===== src/rtl/core/mdf_pkg.sv =====
// Shared types and constants for the mesh duplicate filter and forwarder.
`default_nettype none

package mdf_pkg;

  localparam int CFG_IDX_W  = 8;
  localparam int CFG_DATA_W = 8;
  localparam int KEY_W      = 40;

  // Configuration register indexes
  localparam logic [CFG_IDX_W-1:0] REG_LOC_TYPE     = CFG_IDX_W'(0);
  localparam logic [CFG_IDX_W-1:0] REG_HB_TYPE      = CFG_IDX_W'(1);
  localparam logic [CFG_IDX_W-1:0] REG_HEADER_BYTES = CFG_IDX_W'(2);
  localparam logic [CFG_IDX_W-1:0] REG_LOC_MIN      = CFG_IDX_W'(3);

  // Configuration reset values
  localparam logic [CFG_DATA_W-1:0] RST_LOC_TYPE     = 8'd1;
  localparam logic [CFG_DATA_W-1:0] RST_HB_TYPE      = 8'd2;
  localparam logic [CFG_DATA_W-1:0] RST_HEADER_BYTES = 8'd7;
  localparam logic [CFG_DATA_W-1:0] RST_LOC_MIN      = 8'd16;

  // Verdict codes
  localparam logic [1:0] VERDICT_SHORT = 2'd0;
  localparam logic [1:0] VERDICT_DUP   = 2'd1;
  localparam logic [1:0] VERDICT_NEW   = 2'd2;

  typedef struct packed {
    logic [31:0] device_id;
    logic [7:0]  message_id;
    logic [7:0]  hop_count;
    logic [7:0]  packet_type;
    logic [7:0]  packet_length;
    logic        uplink_up;
  } mdf_item_t;

  typedef struct packed {
    logic [1:0] verdict;
    logic       send_ack;
    logic       store_location;
    logic       upload;
    logic       forward;
    logic [7:0] forward_hops;
    logic       ttl_expired;
  } mdf_result_t;

  typedef struct packed {
    logic [CFG_DATA_W-1:0] loc_type;
    logic [CFG_DATA_W-1:0] hb_type;
    logic [CFG_DATA_W-1:0] header_bytes;
    logic [CFG_DATA_W-1:0] loc_min_bytes;
  } mdf_cfg_t;

  typedef struct packed {
    logic load;
    logic rd;
    logic commit;
  } mdf_cmd_t;

  typedef struct packed {
    logic too_short;
    logic issue_done;
    logic rd_pending;
    logic out_free;
  } mdf_sts_t;

endpackage

`default_nettype wire


===== src/rtl/core/mdf_if.sv =====
// Handshake channel interfaces for the input, result and configuration ports.
`default_nettype none

interface mdf_in_if;
  import mdf_pkg::*;
  logic        valid;
  logic        ready;
  logic [31:0] device_id;
  logic [7:0]  message_id;
  logic [7:0]  hop_count;
  logic [7:0]  packet_type;
  logic [7:0]  packet_length;
  logic        uplink_up;

  modport source (output valid, device_id, message_id, hop_count, packet_type,
                  packet_length, uplink_up, input ready);
  modport sink (input valid, device_id, message_id, hop_count, packet_type,
                packet_length, uplink_up, output ready);
endinterface

interface mdf_out_if;
  import mdf_pkg::*;
  logic       valid;
  logic       ready;
  logic [1:0] verdict;
  logic       send_ack;
  logic       store_location;
  logic       upload;
  logic       forward;
  logic [7:0] forward_hops;
  logic       ttl_expired;

  modport source (output valid, verdict, send_ack, store_location, upload, forward,
                  forward_hops, ttl_expired, input ready);
  modport sink (input valid, verdict, send_ack, store_location, upload, forward,
                forward_hops, ttl_expired, output ready);
endinterface

interface mdf_cfg_if;
  import mdf_pkg::*;
  logic                  valid;
  logic                  ready;
  logic [CFG_IDX_W-1:0]  reg_index;
  logic [CFG_DATA_W-1:0] wdata;

  modport source (output valid, reg_index, wdata, input ready);
  modport sink (input valid, reg_index, wdata, output ready);
endinterface

`default_nettype wire


===== src/rtl/core/mdf_cfg_regs.sv =====
// Configuration register bank: type codes and length thresholds.
`default_nettype none

module mdf_cfg_regs (
  input  wire logic                          clk,
  input  wire logic                          rst_n,
  input  wire logic                          wr_en,
  input  wire logic [mdf_pkg::CFG_IDX_W-1:0]  wr_index,
  input  wire logic [mdf_pkg::CFG_DATA_W-1:0] wr_data,
  output mdf_pkg::mdf_cfg_t                  cfg
);
  import mdf_pkg::*;

  mdf_cfg_t cfg_r;
  mdf_cfg_t cfg_nxt;

  always_comb begin
    cfg_nxt = cfg_r;
    if (wr_en) begin
      unique case (wr_index)
        REG_LOC_TYPE:     cfg_nxt.loc_type      = wr_data;
        REG_HB_TYPE:      cfg_nxt.hb_type       = wr_data;
        REG_HEADER_BYTES: cfg_nxt.header_bytes  = wr_data;
        REG_LOC_MIN:      cfg_nxt.loc_min_bytes = wr_data;
        default:          cfg_nxt = cfg_r;
      endcase
    end
  end

  always_ff @(posedge clk) begin
    if (!rst_n) begin
      cfg_r.loc_type      <= RST_LOC_TYPE;
      cfg_r.hb_type       <= RST_HB_TYPE;
      cfg_r.header_bytes  <= RST_HEADER_BYTES;
      cfg_r.loc_min_bytes <= RST_LOC_MIN;
    end else begin
      cfg_r <= cfg_nxt;
    end
  end

  assign cfg = cfg_r;

endmodule

`default_nettype wire


===== src/rtl/core/mdf_ctrl.sv =====
// Controller: sequences accept, cache scan and result hand-off.
`default_nettype none

module mdf_ctrl (
  input  wire logic      clk,
  input  wire logic      rst_n,
  input  wire logic      in_valid,
  output logic           in_ready,
  input  wire mdf_pkg::mdf_sts_t sts,
  output mdf_pkg::mdf_cmd_t cmd
);
  import mdf_pkg::*;

  localparam logic [1:0] ST_IDLE   = 2'd0;
  localparam logic [1:0] ST_SCAN   = 2'd1;
  localparam logic [1:0] ST_FINISH = 2'd2;

  logic [1:0] state_r;
  logic [1:0] state_nxt;

  always_comb begin
    state_nxt = state_r;
    in_ready  = 1'b0;
    cmd       = '0;
    unique case (state_r)
      ST_IDLE: begin
        in_ready = 1'b1;
        if (in_valid) begin
          cmd.load  = 1'b1;
          state_nxt = ST_SCAN;
        end
      end
      ST_SCAN: begin
        if (sts.too_short) begin
          state_nxt = ST_FINISH;
        end else begin
          cmd.rd = !sts.issue_done;
          // leave once every filled entry is read and the last compare is in
          if (sts.issue_done && !sts.rd_pending) begin
            state_nxt = ST_FINISH;
          end
        end
      end
      ST_FINISH: begin
        if (sts.out_free) begin
          cmd.commit = 1'b1;
          state_nxt  = ST_IDLE;
        end
      end
      default: state_nxt = ST_IDLE;
    endcase
  end

  always_ff @(posedge clk) begin
    if (!rst_n) begin
      state_r <= ST_IDLE;
    end else begin
      state_r <= state_nxt;
    end
  end

endmodule

`default_nettype wire


===== src/rtl/core/mdf_datapath.sv =====
// Datapath: item register, seen-pair cache memory, scan compare and verdict logic.
`default_nettype none

module mdf_datapath #(
  parameter int CACHE_DEPTH = 64
) (
  input  wire logic          clk,
  input  wire logic          rst_n,
  input  wire mdf_pkg::mdf_cmd_t  cmd,
  input  wire mdf_pkg::mdf_item_t item_in,
  input  wire mdf_pkg::mdf_cfg_t  cfg,
  input  wire logic          out_ready,
  output mdf_pkg::mdf_sts_t  sts,
  output mdf_pkg::mdf_result_t result,
  output logic               out_valid
);
  import mdf_pkg::*;

  localparam int PW = $clog2(CACHE_DEPTH);
  localparam int FW = $clog2(CACHE_DEPTH + 1);

  logic [KEY_W-1:0] seen_mem [CACHE_DEPTH];

  mdf_item_t        item_r;
  logic             too_short_r;
  logic [FW-1:0]    addr_r;
  logic             rd_vld_r;
  logic [KEY_W-1:0] rd_data_r;
  logic             hit_r;
  logic [PW-1:0]    ptr_r;
  logic [PW-1:0]    ptr_nxt;
  logic [FW-1:0]    fill_r;
  logic [FW-1:0]    fill_nxt;
  mdf_result_t      res_r;
  mdf_result_t      res_nxt;
  logic             out_valid_r;

  logic [KEY_W-1:0] key;
  logic             is_new;
  logic             is_loc;
  logic             is_hb;
  logic             want_fwd;

  assign key    = {item_r.device_id, item_r.message_id};
  assign is_new = !too_short_r && !hit_r;

  // Ring pointer wraps at the cache depth; fill count saturates there
  assign ptr_nxt  = (ptr_r == PW'(CACHE_DEPTH - 1)) ? '0 : ptr_r + PW'(1);
  assign fill_nxt = (fill_r == FW'(CACHE_DEPTH)) ? fill_r : fill_r + FW'(1);

  always_ff @(posedge clk) begin
    if (cmd.commit && is_new) begin
      seen_mem[ptr_r] <= key;
    end
    if (cmd.rd) begin
      rd_data_r <= seen_mem[addr_r[PW-1:0]];
    end
  end

  always_ff @(posedge clk) begin
    if (cmd.load) begin
      item_r      <= item_in;
      too_short_r <= item_in.packet_length < cfg.header_bytes;
    end
  end

  always_ff @(posedge clk) begin
    if (!rst_n) begin
      addr_r      <= '0;
      rd_vld_r    <= 1'b0;
      hit_r       <= 1'b0;
      ptr_r       <= '0;
      fill_r      <= '0;
      out_valid_r <= 1'b0;
    end else begin
      rd_vld_r <= cmd.rd;
      if (cmd.load) begin
        addr_r <= '0;
        hit_r  <= 1'b0;
      end else begin
        if (cmd.rd) begin
          addr_r <= addr_r + FW'(1);
        end
        if (rd_vld_r && rd_data_r == key) begin
          hit_r <= 1'b1;
        end
      end
      if (cmd.commit && is_new) begin
        ptr_r  <= ptr_nxt;
        fill_r <= fill_nxt;
      end
      if (cmd.commit) begin
        out_valid_r <= 1'b1;
      end else if (out_ready) begin
        out_valid_r <= 1'b0;
      end
    end
  end

  // Verdict and forwarding decision for the held item
  always_comb begin
    res_nxt  = '0;
    is_loc   = item_r.packet_type == cfg.loc_type;
    is_hb    = item_r.packet_type == cfg.hb_type;
    want_fwd = 1'b0;
    if (too_short_r) begin
      res_nxt.verdict = VERDICT_SHORT;
    end else if (hit_r) begin
      res_nxt.verdict = VERDICT_DUP;
    end else begin
      res_nxt.verdict  = VERDICT_NEW;
      res_nxt.send_ack = is_loc || is_hb;
      if (is_loc) begin
        if (item_r.packet_length >= cfg.loc_min_bytes) begin
          res_nxt.store_location = 1'b1;
          res_nxt.upload         = item_r.uplink_up;
          want_fwd               = !item_r.uplink_up;
        end
      end else begin
        want_fwd = !item_r.uplink_up;
      end
      if (want_fwd) begin
        if (item_r.hop_count != 8'd0) begin
          res_nxt.forward      = 1'b1;
          res_nxt.forward_hops = item_r.hop_count - 8'd1;
        end else begin
          res_nxt.ttl_expired = 1'b1;
        end
      end
    end
  end

  always_ff @(posedge clk) begin
    if (cmd.commit) begin
      res_r <= res_nxt;
    end
  end

  assign sts.too_short  = too_short_r;
  assign sts.issue_done = addr_r == fill_r;
  assign sts.rd_pending = rd_vld_r;
  assign sts.out_free   = !out_valid_r || out_ready;

  assign result    = res_r;
  assign out_valid = out_valid_r;

endmodule

`default_nettype wire


===== src/rtl/core/mesh_duplicate_filter_forwarder.sv =====
// Mesh duplicate filter and forwarder: top level.
//
// Input channel (in_ch): one received packet header plus the uplink state per
// transfer. Result channel (out_ch): exactly one verdict per input item, in
// order. Configuration channel (cfg_ch): register index and data, always ready;
// write only while no item is in flight.
//
// Each item scans the cache of recent (device, message) pairs one entry per
// cycle through the single read port of the cache memory. The scan reads the
// fill entries written so far (fill is at most CACHE_DEPTH); with an empty
// cache, or for a packet shorter than the header, it reads none. One item is
// worked on at a time; the next is taken in the cycle after the current result
// is loaded into the output register, and a result may wait there while the
// next item scans.
// A new pair overwrites the oldest entry of the ring.
//
// Reset empties the cache (fill count and ring pointer to zero) and loads the
// register defaults. If the receiver stalls, the result is held and a
// finished scan waits until the output register is free.
`default_nettype none

module mesh_duplicate_filter_forwarder #(
  parameter int CACHE_DEPTH = 64
) (
  input wire logic clk,
  input wire logic rst_n,
  mdf_in_if.sink   in_ch,
  mdf_out_if.source out_ch,
  mdf_cfg_if.sink  cfg_ch
);
  import mdf_pkg::*;

  mdf_cfg_t    cfg;
  mdf_cmd_t    cmd;
  mdf_sts_t    sts;
  mdf_item_t   item;
  mdf_result_t result;
  logic        out_valid;

  assign item.device_id     = in_ch.device_id;
  assign item.message_id    = in_ch.message_id;
  assign item.hop_count     = in_ch.hop_count;
  assign item.packet_type   = in_ch.packet_type;
  assign item.packet_length = in_ch.packet_length;
  assign item.uplink_up     = in_ch.uplink_up;

  assign cfg_ch.ready = 1'b1;

  mdf_cfg_regs u_cfg_regs (
    .clk      (clk),
    .rst_n    (rst_n),
    .wr_en    (cfg_ch.valid),
    .wr_index (cfg_ch.reg_index),
    .wr_data  (cfg_ch.wdata),
    .cfg      (cfg)
  );

  mdf_ctrl u_ctrl (
    .clk      (clk),
    .rst_n    (rst_n),
    .in_valid (in_ch.valid),
    .in_ready (in_ch.ready),
    .sts      (sts),
    .cmd      (cmd)
  );

  mdf_datapath #(
    .CACHE_DEPTH (CACHE_DEPTH)
  ) u_datapath (
    .clk       (clk),
    .rst_n     (rst_n),
    .cmd       (cmd),
    .item_in   (item),
    .cfg       (cfg),
    .out_ready (out_ch.ready),
    .sts       (sts),
    .result    (result),
    .out_valid (out_valid)
  );

  assign out_ch.valid          = out_valid;
  assign out_ch.verdict        = result.verdict;
  assign out_ch.send_ack       = result.send_ack;
  assign out_ch.store_location = result.store_location;
  assign out_ch.upload         = result.upload;
  assign out_ch.forward        = result.forward;
  assign out_ch.forward_hops   = result.forward_hops;
  assign out_ch.ttl_expired    = result.ttl_expired;

endmodule

`default_nettype wire

===== src/flat_wrapper.sv =====
// flat-port wrapper written by rule: the top's interface ports become plain ports
module mesh_duplicate_filter_forwarder_flat import mdf_pkg::*;
#(
  parameter int CACHE_DEPTH = 64
)
  (clk, rst_n, in_ch_valid, in_ch_device_id, in_ch_message_id, in_ch_hop_count, in_ch_packet_type, in_ch_packet_length, in_ch_uplink_up, in_ch_ready, out_ch_valid, out_ch_verdict, out_ch_send_ack, out_ch_store_location, out_ch_upload, out_ch_forward, out_ch_forward_hops, out_ch_ttl_expired, out_ch_ready, cfg_ch_valid, cfg_ch_reg_index, cfg_ch_wdata, cfg_ch_ready);
  mdf_in_if in_ch_i ();
  mdf_out_if out_ch_i ();
  mdf_cfg_if cfg_ch_i ();
  input wire logic clk;
  input wire logic rst_n;
  input wire logic [$bits(in_ch_i.valid)-1:0] in_ch_valid;
  input wire logic [$bits(in_ch_i.device_id)-1:0] in_ch_device_id;
  input wire logic [$bits(in_ch_i.message_id)-1:0] in_ch_message_id;
  input wire logic [$bits(in_ch_i.hop_count)-1:0] in_ch_hop_count;
  input wire logic [$bits(in_ch_i.packet_type)-1:0] in_ch_packet_type;
  input wire logic [$bits(in_ch_i.packet_length)-1:0] in_ch_packet_length;
  input wire logic [$bits(in_ch_i.uplink_up)-1:0] in_ch_uplink_up;
  output wire logic [$bits(in_ch_i.ready)-1:0] in_ch_ready;
  output wire logic [$bits(out_ch_i.valid)-1:0] out_ch_valid;
  output wire logic [$bits(out_ch_i.verdict)-1:0] out_ch_verdict;
  output wire logic [$bits(out_ch_i.send_ack)-1:0] out_ch_send_ack;
  output wire logic [$bits(out_ch_i.store_location)-1:0] out_ch_store_location;
  output wire logic [$bits(out_ch_i.upload)-1:0] out_ch_upload;
  output wire logic [$bits(out_ch_i.forward)-1:0] out_ch_forward;
  output wire logic [$bits(out_ch_i.forward_hops)-1:0] out_ch_forward_hops;
  output wire logic [$bits(out_ch_i.ttl_expired)-1:0] out_ch_ttl_expired;
  input wire logic [$bits(out_ch_i.ready)-1:0] out_ch_ready;
  input wire logic [$bits(cfg_ch_i.valid)-1:0] cfg_ch_valid;
  input wire logic [$bits(cfg_ch_i.reg_index)-1:0] cfg_ch_reg_index;
  input wire logic [$bits(cfg_ch_i.wdata)-1:0] cfg_ch_wdata;
  output wire logic [$bits(cfg_ch_i.ready)-1:0] cfg_ch_ready;
  assign in_ch_i.valid = in_ch_valid;
  assign in_ch_i.device_id = in_ch_device_id;
  assign in_ch_i.message_id = in_ch_message_id;
  assign in_ch_i.hop_count = in_ch_hop_count;
  assign in_ch_i.packet_type = in_ch_packet_type;
  assign in_ch_i.packet_length = in_ch_packet_length;
  assign in_ch_i.uplink_up = in_ch_uplink_up;
  assign in_ch_ready = in_ch_i.ready;
  assign out_ch_valid = out_ch_i.valid;
  assign out_ch_verdict = out_ch_i.verdict;
  assign out_ch_send_ack = out_ch_i.send_ack;
  assign out_ch_store_location = out_ch_i.store_location;
  assign out_ch_upload = out_ch_i.upload;
  assign out_ch_forward = out_ch_i.forward;
  assign out_ch_forward_hops = out_ch_i.forward_hops;
  assign out_ch_ttl_expired = out_ch_i.ttl_expired;
  assign out_ch_i.ready = out_ch_ready;
  assign cfg_ch_i.valid = cfg_ch_valid;
  assign cfg_ch_i.reg_index = cfg_ch_reg_index;
  assign cfg_ch_i.wdata = cfg_ch_wdata;
  assign cfg_ch_ready = cfg_ch_i.ready;
  mesh_duplicate_filter_forwarder #(.CACHE_DEPTH(CACHE_DEPTH)) u_core (.clk(clk), .rst_n(rst_n), .in_ch(in_ch_i), .out_ch(out_ch_i), .cfg_ch(cfg_ch_i));
endmodule

===== config.mk =====
export PLATFORM = sky130hd
export DESIGN_NAME = mesh_duplicate_filter_forwarder_flat
export DESIGN_NICKNAME = d
export VERILOG_FILES = /design/src/rtl/core/mdf_pkg.sv /design/src/rtl/core/mdf_if.sv /design/src/rtl/core/mdf_cfg_regs.sv /design/src/rtl/core/mdf_ctrl.sv /design/src/rtl/core/mdf_datapath.sv /design/src/rtl/core/mesh_duplicate_filter_forwarder.sv /design/src/flat_wrapper.sv
export SDC_FILE = /design/constraint.sdc
export NUM_CORES = 2
export LEC_CHECK = 0
export BUFFER_PORTS_ARGS = -buffer_cell sky130_fd_sc_hd__buf_2
export CORE_MARGIN = 2
export CORE_UTILIZATION = 59
export CTS_BUF_LIST = sky130_fd_sc_hd__clkbuf_4
export DETAILED_ROUTE_END_ITERATION = 10
export GPL_TIMING_DRIVEN = 0
export PLACE_DENSITY_LB_ADDON = 0.2
export SLEW_MARGIN = 15
export SYNTH_ARGS = -nofsm -noshare
export SYNTH_HDL_FRONTEND = slang
export SYNTH_HIERARCHICAL = 1
export SYNTH_SLANG_ARGS = --single-unit

===== constraint.sdc =====
create_clock -name clk -period 7.65 [get_ports clk]
set_input_delay 0.3825 -clock clk [delete_from_list [all_inputs] [get_ports clk]]
set_output_delay 0.3825 -clock clk [all_outputs]
set_load 0.01 [all_outputs]

Yosys cells after proc, flatten, opt, wreduce, memory -nomap -nowiden
Memories as Yosys holds them, arrays and structs flattened. A register that Yosys moved wholly into a read port is not among the register bits. Index checks and enable logic that the tools add are counted.

RAM bits: 2560. Memories: 1. Input bits: 86. Latch bits: 0. Bits in registers: 138. Memory bits (read-only): 0. Output and inout port bits: 18. Logic and storage cells: 105.

Equality and inequality tests: 14. $lt $le $gt $ge: 2. $mul: 0. Reduce and logical (&&, ||, !) cells: 28. $add $sub $neg: 4. Divide/modulo/power cells: 0. Multiplexer cells: 25. Bitwise gates (word level): 6. Shift operators: 0.

Memories: u_core.u_datapath.seen_mem (depth 64, width 40, read ports 1, clocked after memory_dff 1, write ports 1, line mdf_datapath.sv:22) `logic [KEY_W-1:0] seen_mem [CACHE_DEPTH];`.

Operators with widths (number): $eq A40 B40 Y1 (1); $eq A8 B2 Y1 const B (2); $eq A8 B8 Y1 (2); $mux W1 (16); $add A7 B1 Y7 const B (2); $mux W2 (6); $reduce_and A2 Y1 (5); $mux W9 (1); $eq A8 B1 Y1 const B (1); $ge A8 B8 Y1 (1); $logic_not A8 Y1 (1); $lt A8 B8 Y1 (1); $reduce_bool A8 Y1 (1); $reduce_or A4 Y1 (2); $sub A8 B1 Y8 const B (1); $eq A7 B7 Y1 (1); $eq A7 B7 Y1 const B (1); $add A6 B1 Y6 const B (1); $eq A6 B6 Y1 const B (1); $logic_not A1 Y1 (6); $mux W6 (1); $not A1 Y1 (6); $pmux W2 S3 (1); $reduce_or A3 Y1 (2); 11 further kinds (16).

Longest topological paths before layout
Word-level depth: 7. Gate-level depth with buffers: 13. Mapped depth without buffers: 9.

By module
Netlist, hierarchy kept.

By module, submodules not included: mdf_datapath (area an instance 103210.2 µm², cells an instance 4293, instances 1, sequential area each 80967.7 µm²); mdf_cfg_regs (area an instance 1273.7 µm², cells an instance 122, instances 1, sequential area each 640.6 µm²); mdf_ctrl (area an instance 121.4 µm², cells an instance 15, instances 1, sequential area each 40.0 µm²); mesh_duplicate_filter_forwarder (area an instance 11.3 µm², cells an instance 2, instances 1, sequential area each 0.0 µm²).

Worst setup path after synthesis
OpenSTA, ideal clock, no wires.

Path kind: register -> register. Start point: register u_core.u_datapath.addr_r[1]. End point: register u_core.u_datapath.addr_r[6]. Path buffers: 5. Period minus slack after synthesis: 7.720 ns. Arrival: 7.650 ns. Cell stages (with the launch flop): 13. Required time: 7.580 ns. Setup time: 0.070 ns. Path slack: -0.070 ns. Path through: dfxtp_1 > buf_4 > buf_2 > buf_2 > buf_2 > buf_2 > xnor2_1 > nand4_1 > nor4_1 > nor4b_1 > nand4_1 > or3_1 > a21oi_1.

RTL lines: start: declaration (line mdf_datapath.sv:26) `logic [FW-1:0] addr_r;`; start signal: assignment (line mdf_datapath.sv:82) `addr_r <= addr_r + FW'(1);`.

==> flow_summary.toml <==
[timing]
worstMarginPinSlew_ns = 1.23
relSlewSlack = 0.178
period_share = 0.668
rsz0062_at_grt = "no"
whs_ns = 0.167
max_freq_mhz = 196
slew_violations = 0
setup_viol = 0
skew_ns = 0.105
min_period_ns = 5.11
final_hold_viol_count = 0

[synth]
synth-edff-count = 2681
synth_flop_cell = "edfxtp_1"
yosysTopAreaCell = "edfxtp_1"
synth_seq_cells = 2738
syn-num-nets = 4538
synth_area_leaders = "edfxtp_1 (77%), mux4_2 (16%), mux2i_1 (1.3%)"
ys_seq_area_frac = 0.780
avgSynthCellArea_um2 = 23.6
synth.top_cell.area_share = 0.770
async_flop_share = 0
netlist_area_um2 = 105000
synth_warnings = 6
synth_cell_types = 55
synthCells = 4432
yosysMostFrequentCell = "edfxtp_1"
yosys-top-cells-count = "edfxtp_1 (2,681), mux4_2 (748), mux2i_1 (132)"

[grt]
track_usage = 0.313
gr-total-overflow = 0
first_global_vias = 55900
grt_pass1_wl_um = 393000
antenna_found_initial = 8
grt_max_degree = 46

[critical_path]
start_kind = "register"
required_ns = 8.99
reg2reg_depth = 14
r2r_slack_ns = 2.54
worst_setup_path_end_kind = "register"
arrival_ns = 6.46
timing.rr.end = "u_core/u_datapath/addr_r[6]"
critPathKind = "register to register"
r2r-start = "u_core/u_datapath/addr_r[1]"
critPathMaxFanout = 11

[die]
ios = 104
die_h_um = 425
rows = 154
coreArea_um2 = 176000
die_w_um = 425
initial_core_util = 0.594
die_area_um2 = 181000

[placement]
placed_cell_area_um2 = 114000
port_buffers = 102
gp_congestion = 0.895
dp_hpwl_um = 181000

[cts]
cts_htree_levels = 6
cts_root_buffer = "clkbuf_4"
clock_sinks = 2738
clockBufferDepth = 4
cts_setup_buffers = 0
clk_pin_slew_ns = 0.07
cts_tree = "yes"
cts_made_buffers = 676
insertion_delay_ns = 1.42

[route]
dr.pass1.iters = 6
vias = 54900
final_antenna_net_count = 0
routed_wl_um = 279000
drc_errors = 0
viasPerCell = 6.52
drt_iter0_drc = 8219
wire_per_inst_um = 33.2

[pwr]
vdd_drop_max_v = 0.000199
power_mw = 28.9
p_per_area_nw_per_um2 = 234
leakage_nw = 39.0

[hold_path]
hold_end = "u_core/u_datapath/ptr_r[3]"
hp-start = "rst_n"
hp-class = "primary input to register"
hold_depth = 4

[cells_and_area]
final_cell_area_um2 = 123000
drive_gt1_frac = 0.375
syn_to_final_growth_pct = 18.0
final_util = 0.701
nNetsFinal = 5735

[outcome]
status = "complete, no violations"

[flow_run]
drv_cap = 0
## worst max-delay path by stage
stage | cells after the start | to | from
2_1_floorplan | 8 | u_core/u_datapath/seen_mem[41][0] | out_ch_ready
3_3_place_gp | 8 | u_core/u_datapath/seen_mem[40][15] | out_ch_ready
3_5_place_dp | 11 | u_core/u_datapath/seen_mem[15][15] | out_ch_ready
4_1_cts | 14 | u_core/u_datapath/addr_r[6] | u_core/u_datapath/addr_r[1]
5_1_grt | 14 | u_core/u_datapath/addr_r[6] | u_core/u_datapath/addr_r[1]
6_report | 14 | u_core/u_datapath/addr_r[6] | u_core/u_datapath/addr_r[1]
## where the power goes
part / total [mW] / internal (mW) / switching, mW
clock: 11.7 / 6.09 / 5.62
combinational: 0.611 / 0.235 / 0.376
sequential: 16.6 / 16.5 / 0.0836
## cell families after synthesis
group	Yosys count	share of synthesized area
buf+inv	253	0.0117
other cells	1	0.0000358
fa+ha+maj	20	0.00239
compound gates	176	0.0116
xor+xnor	82	0.00686
simple gates	282	0.0133
flops	2738	0.780
mux	880	0.174
## critical path, cell delays in order, from the launching register on
cell and delay, ns:
dfxtp_1 0.39, buf_4 0.32, buf_2 0.47, buf_2 0.44, buf_2 0.54, buf_2 0.57
xnor2_1 0.15, nand4_1 0.13, nor4_2 0.10, nor4b_4 0.74, buf_6 0.26, buf_6 0.18
nand4_1 0.15, or3_1 0.38, a21oi_1 0.15
## metrics by stage
| stage | cells | worst slack [ns] | TNS [ns] |
|---|---|---|---|
| after floorplan | 4432 | 2.18 | 0 |
| after global placement | 6874 | -2.78 | -1345.65 |
| after detailed placement | 7116 | 2.86 | 0 |
| after CTS | 8418 | 2.87 | 0 |
| after global routing | 8426 | 2.55 | 0 |
| final | 8428 | 2.54 | 0 |
## cells in the final DEF, fill, tap and decap left out, types with 40 or more instances in the layout
cell type / instances
edfxtp_1: 2681
clkbuf_4: 964
mux4_2: 748
dlygate4sd3_1: 174
buf_2: 165
mux2i_1: 132
clkinv_1: 130
clkbuf_1: 90
buf_16: 88
nand2_1: 81
buf_8: 71
buf_12: 66
nor2_4: 62
dfxtp_1: 57
xnor2_1: 56
buf_4: 44
a22oi_1: 40
o21ai_1: 40
## flip-flops by register name (all words and copies together) (netlist names)
register / flops
u_core/u_datapath/out_valid: 1
u_core/u_datapath/rd_data_r: 40
u_core/u_datapath/seen_mem: 2560
u_core/u_datapath/result: 15
u_core/u_datapath/rd_vld_r: 1
u_core/u_datapath/ptr_r: 6
u_core/u_ctrl/state_r: 2
u_core/u_datapath/addr_r: 7
u_core/u_datapath/fill_r: 7
u_core/u_datapath/too_short_r: 1
u_core/u_datapath/hit_r: 1
u_core/u_datapath/item_r: 65
u_core/u_cfg_regs/cfg: 32
## per-layer routing
metal	up-vias	GRT usage	part of all wire	wire length, um
li1	21800	-	-	-
met1	28500	0.419	0.35	98500
met2	3988	0.491	0.48	135000
met3	631	0.0809	0.12	33300
met4	4	0.145	0.045	12600
met5	-	0	0.000093	26
## timing repair
item,in CTS,in global routing
hold buffers,174,0
endpoints found under the setup margin,0,0
gates resized for setup,0,0
hold endpoints to repair,204,0
## layout make-up
type / count / area, um2
tap: 2340 / 2930
timing repair buffer: 519 / 7240
fill: 10500 / 52700
multi-input combinational: 1441 / 22200
inverter: 25 / 93.8
clock inverter: 164 / 897
sequential: 2738 / 81600
antenna: 9 / 22.5
clock buffer: 964 / 7240
buffer: 228 / 1130
No activity file was read; power rests on OpenSTA's default activity.
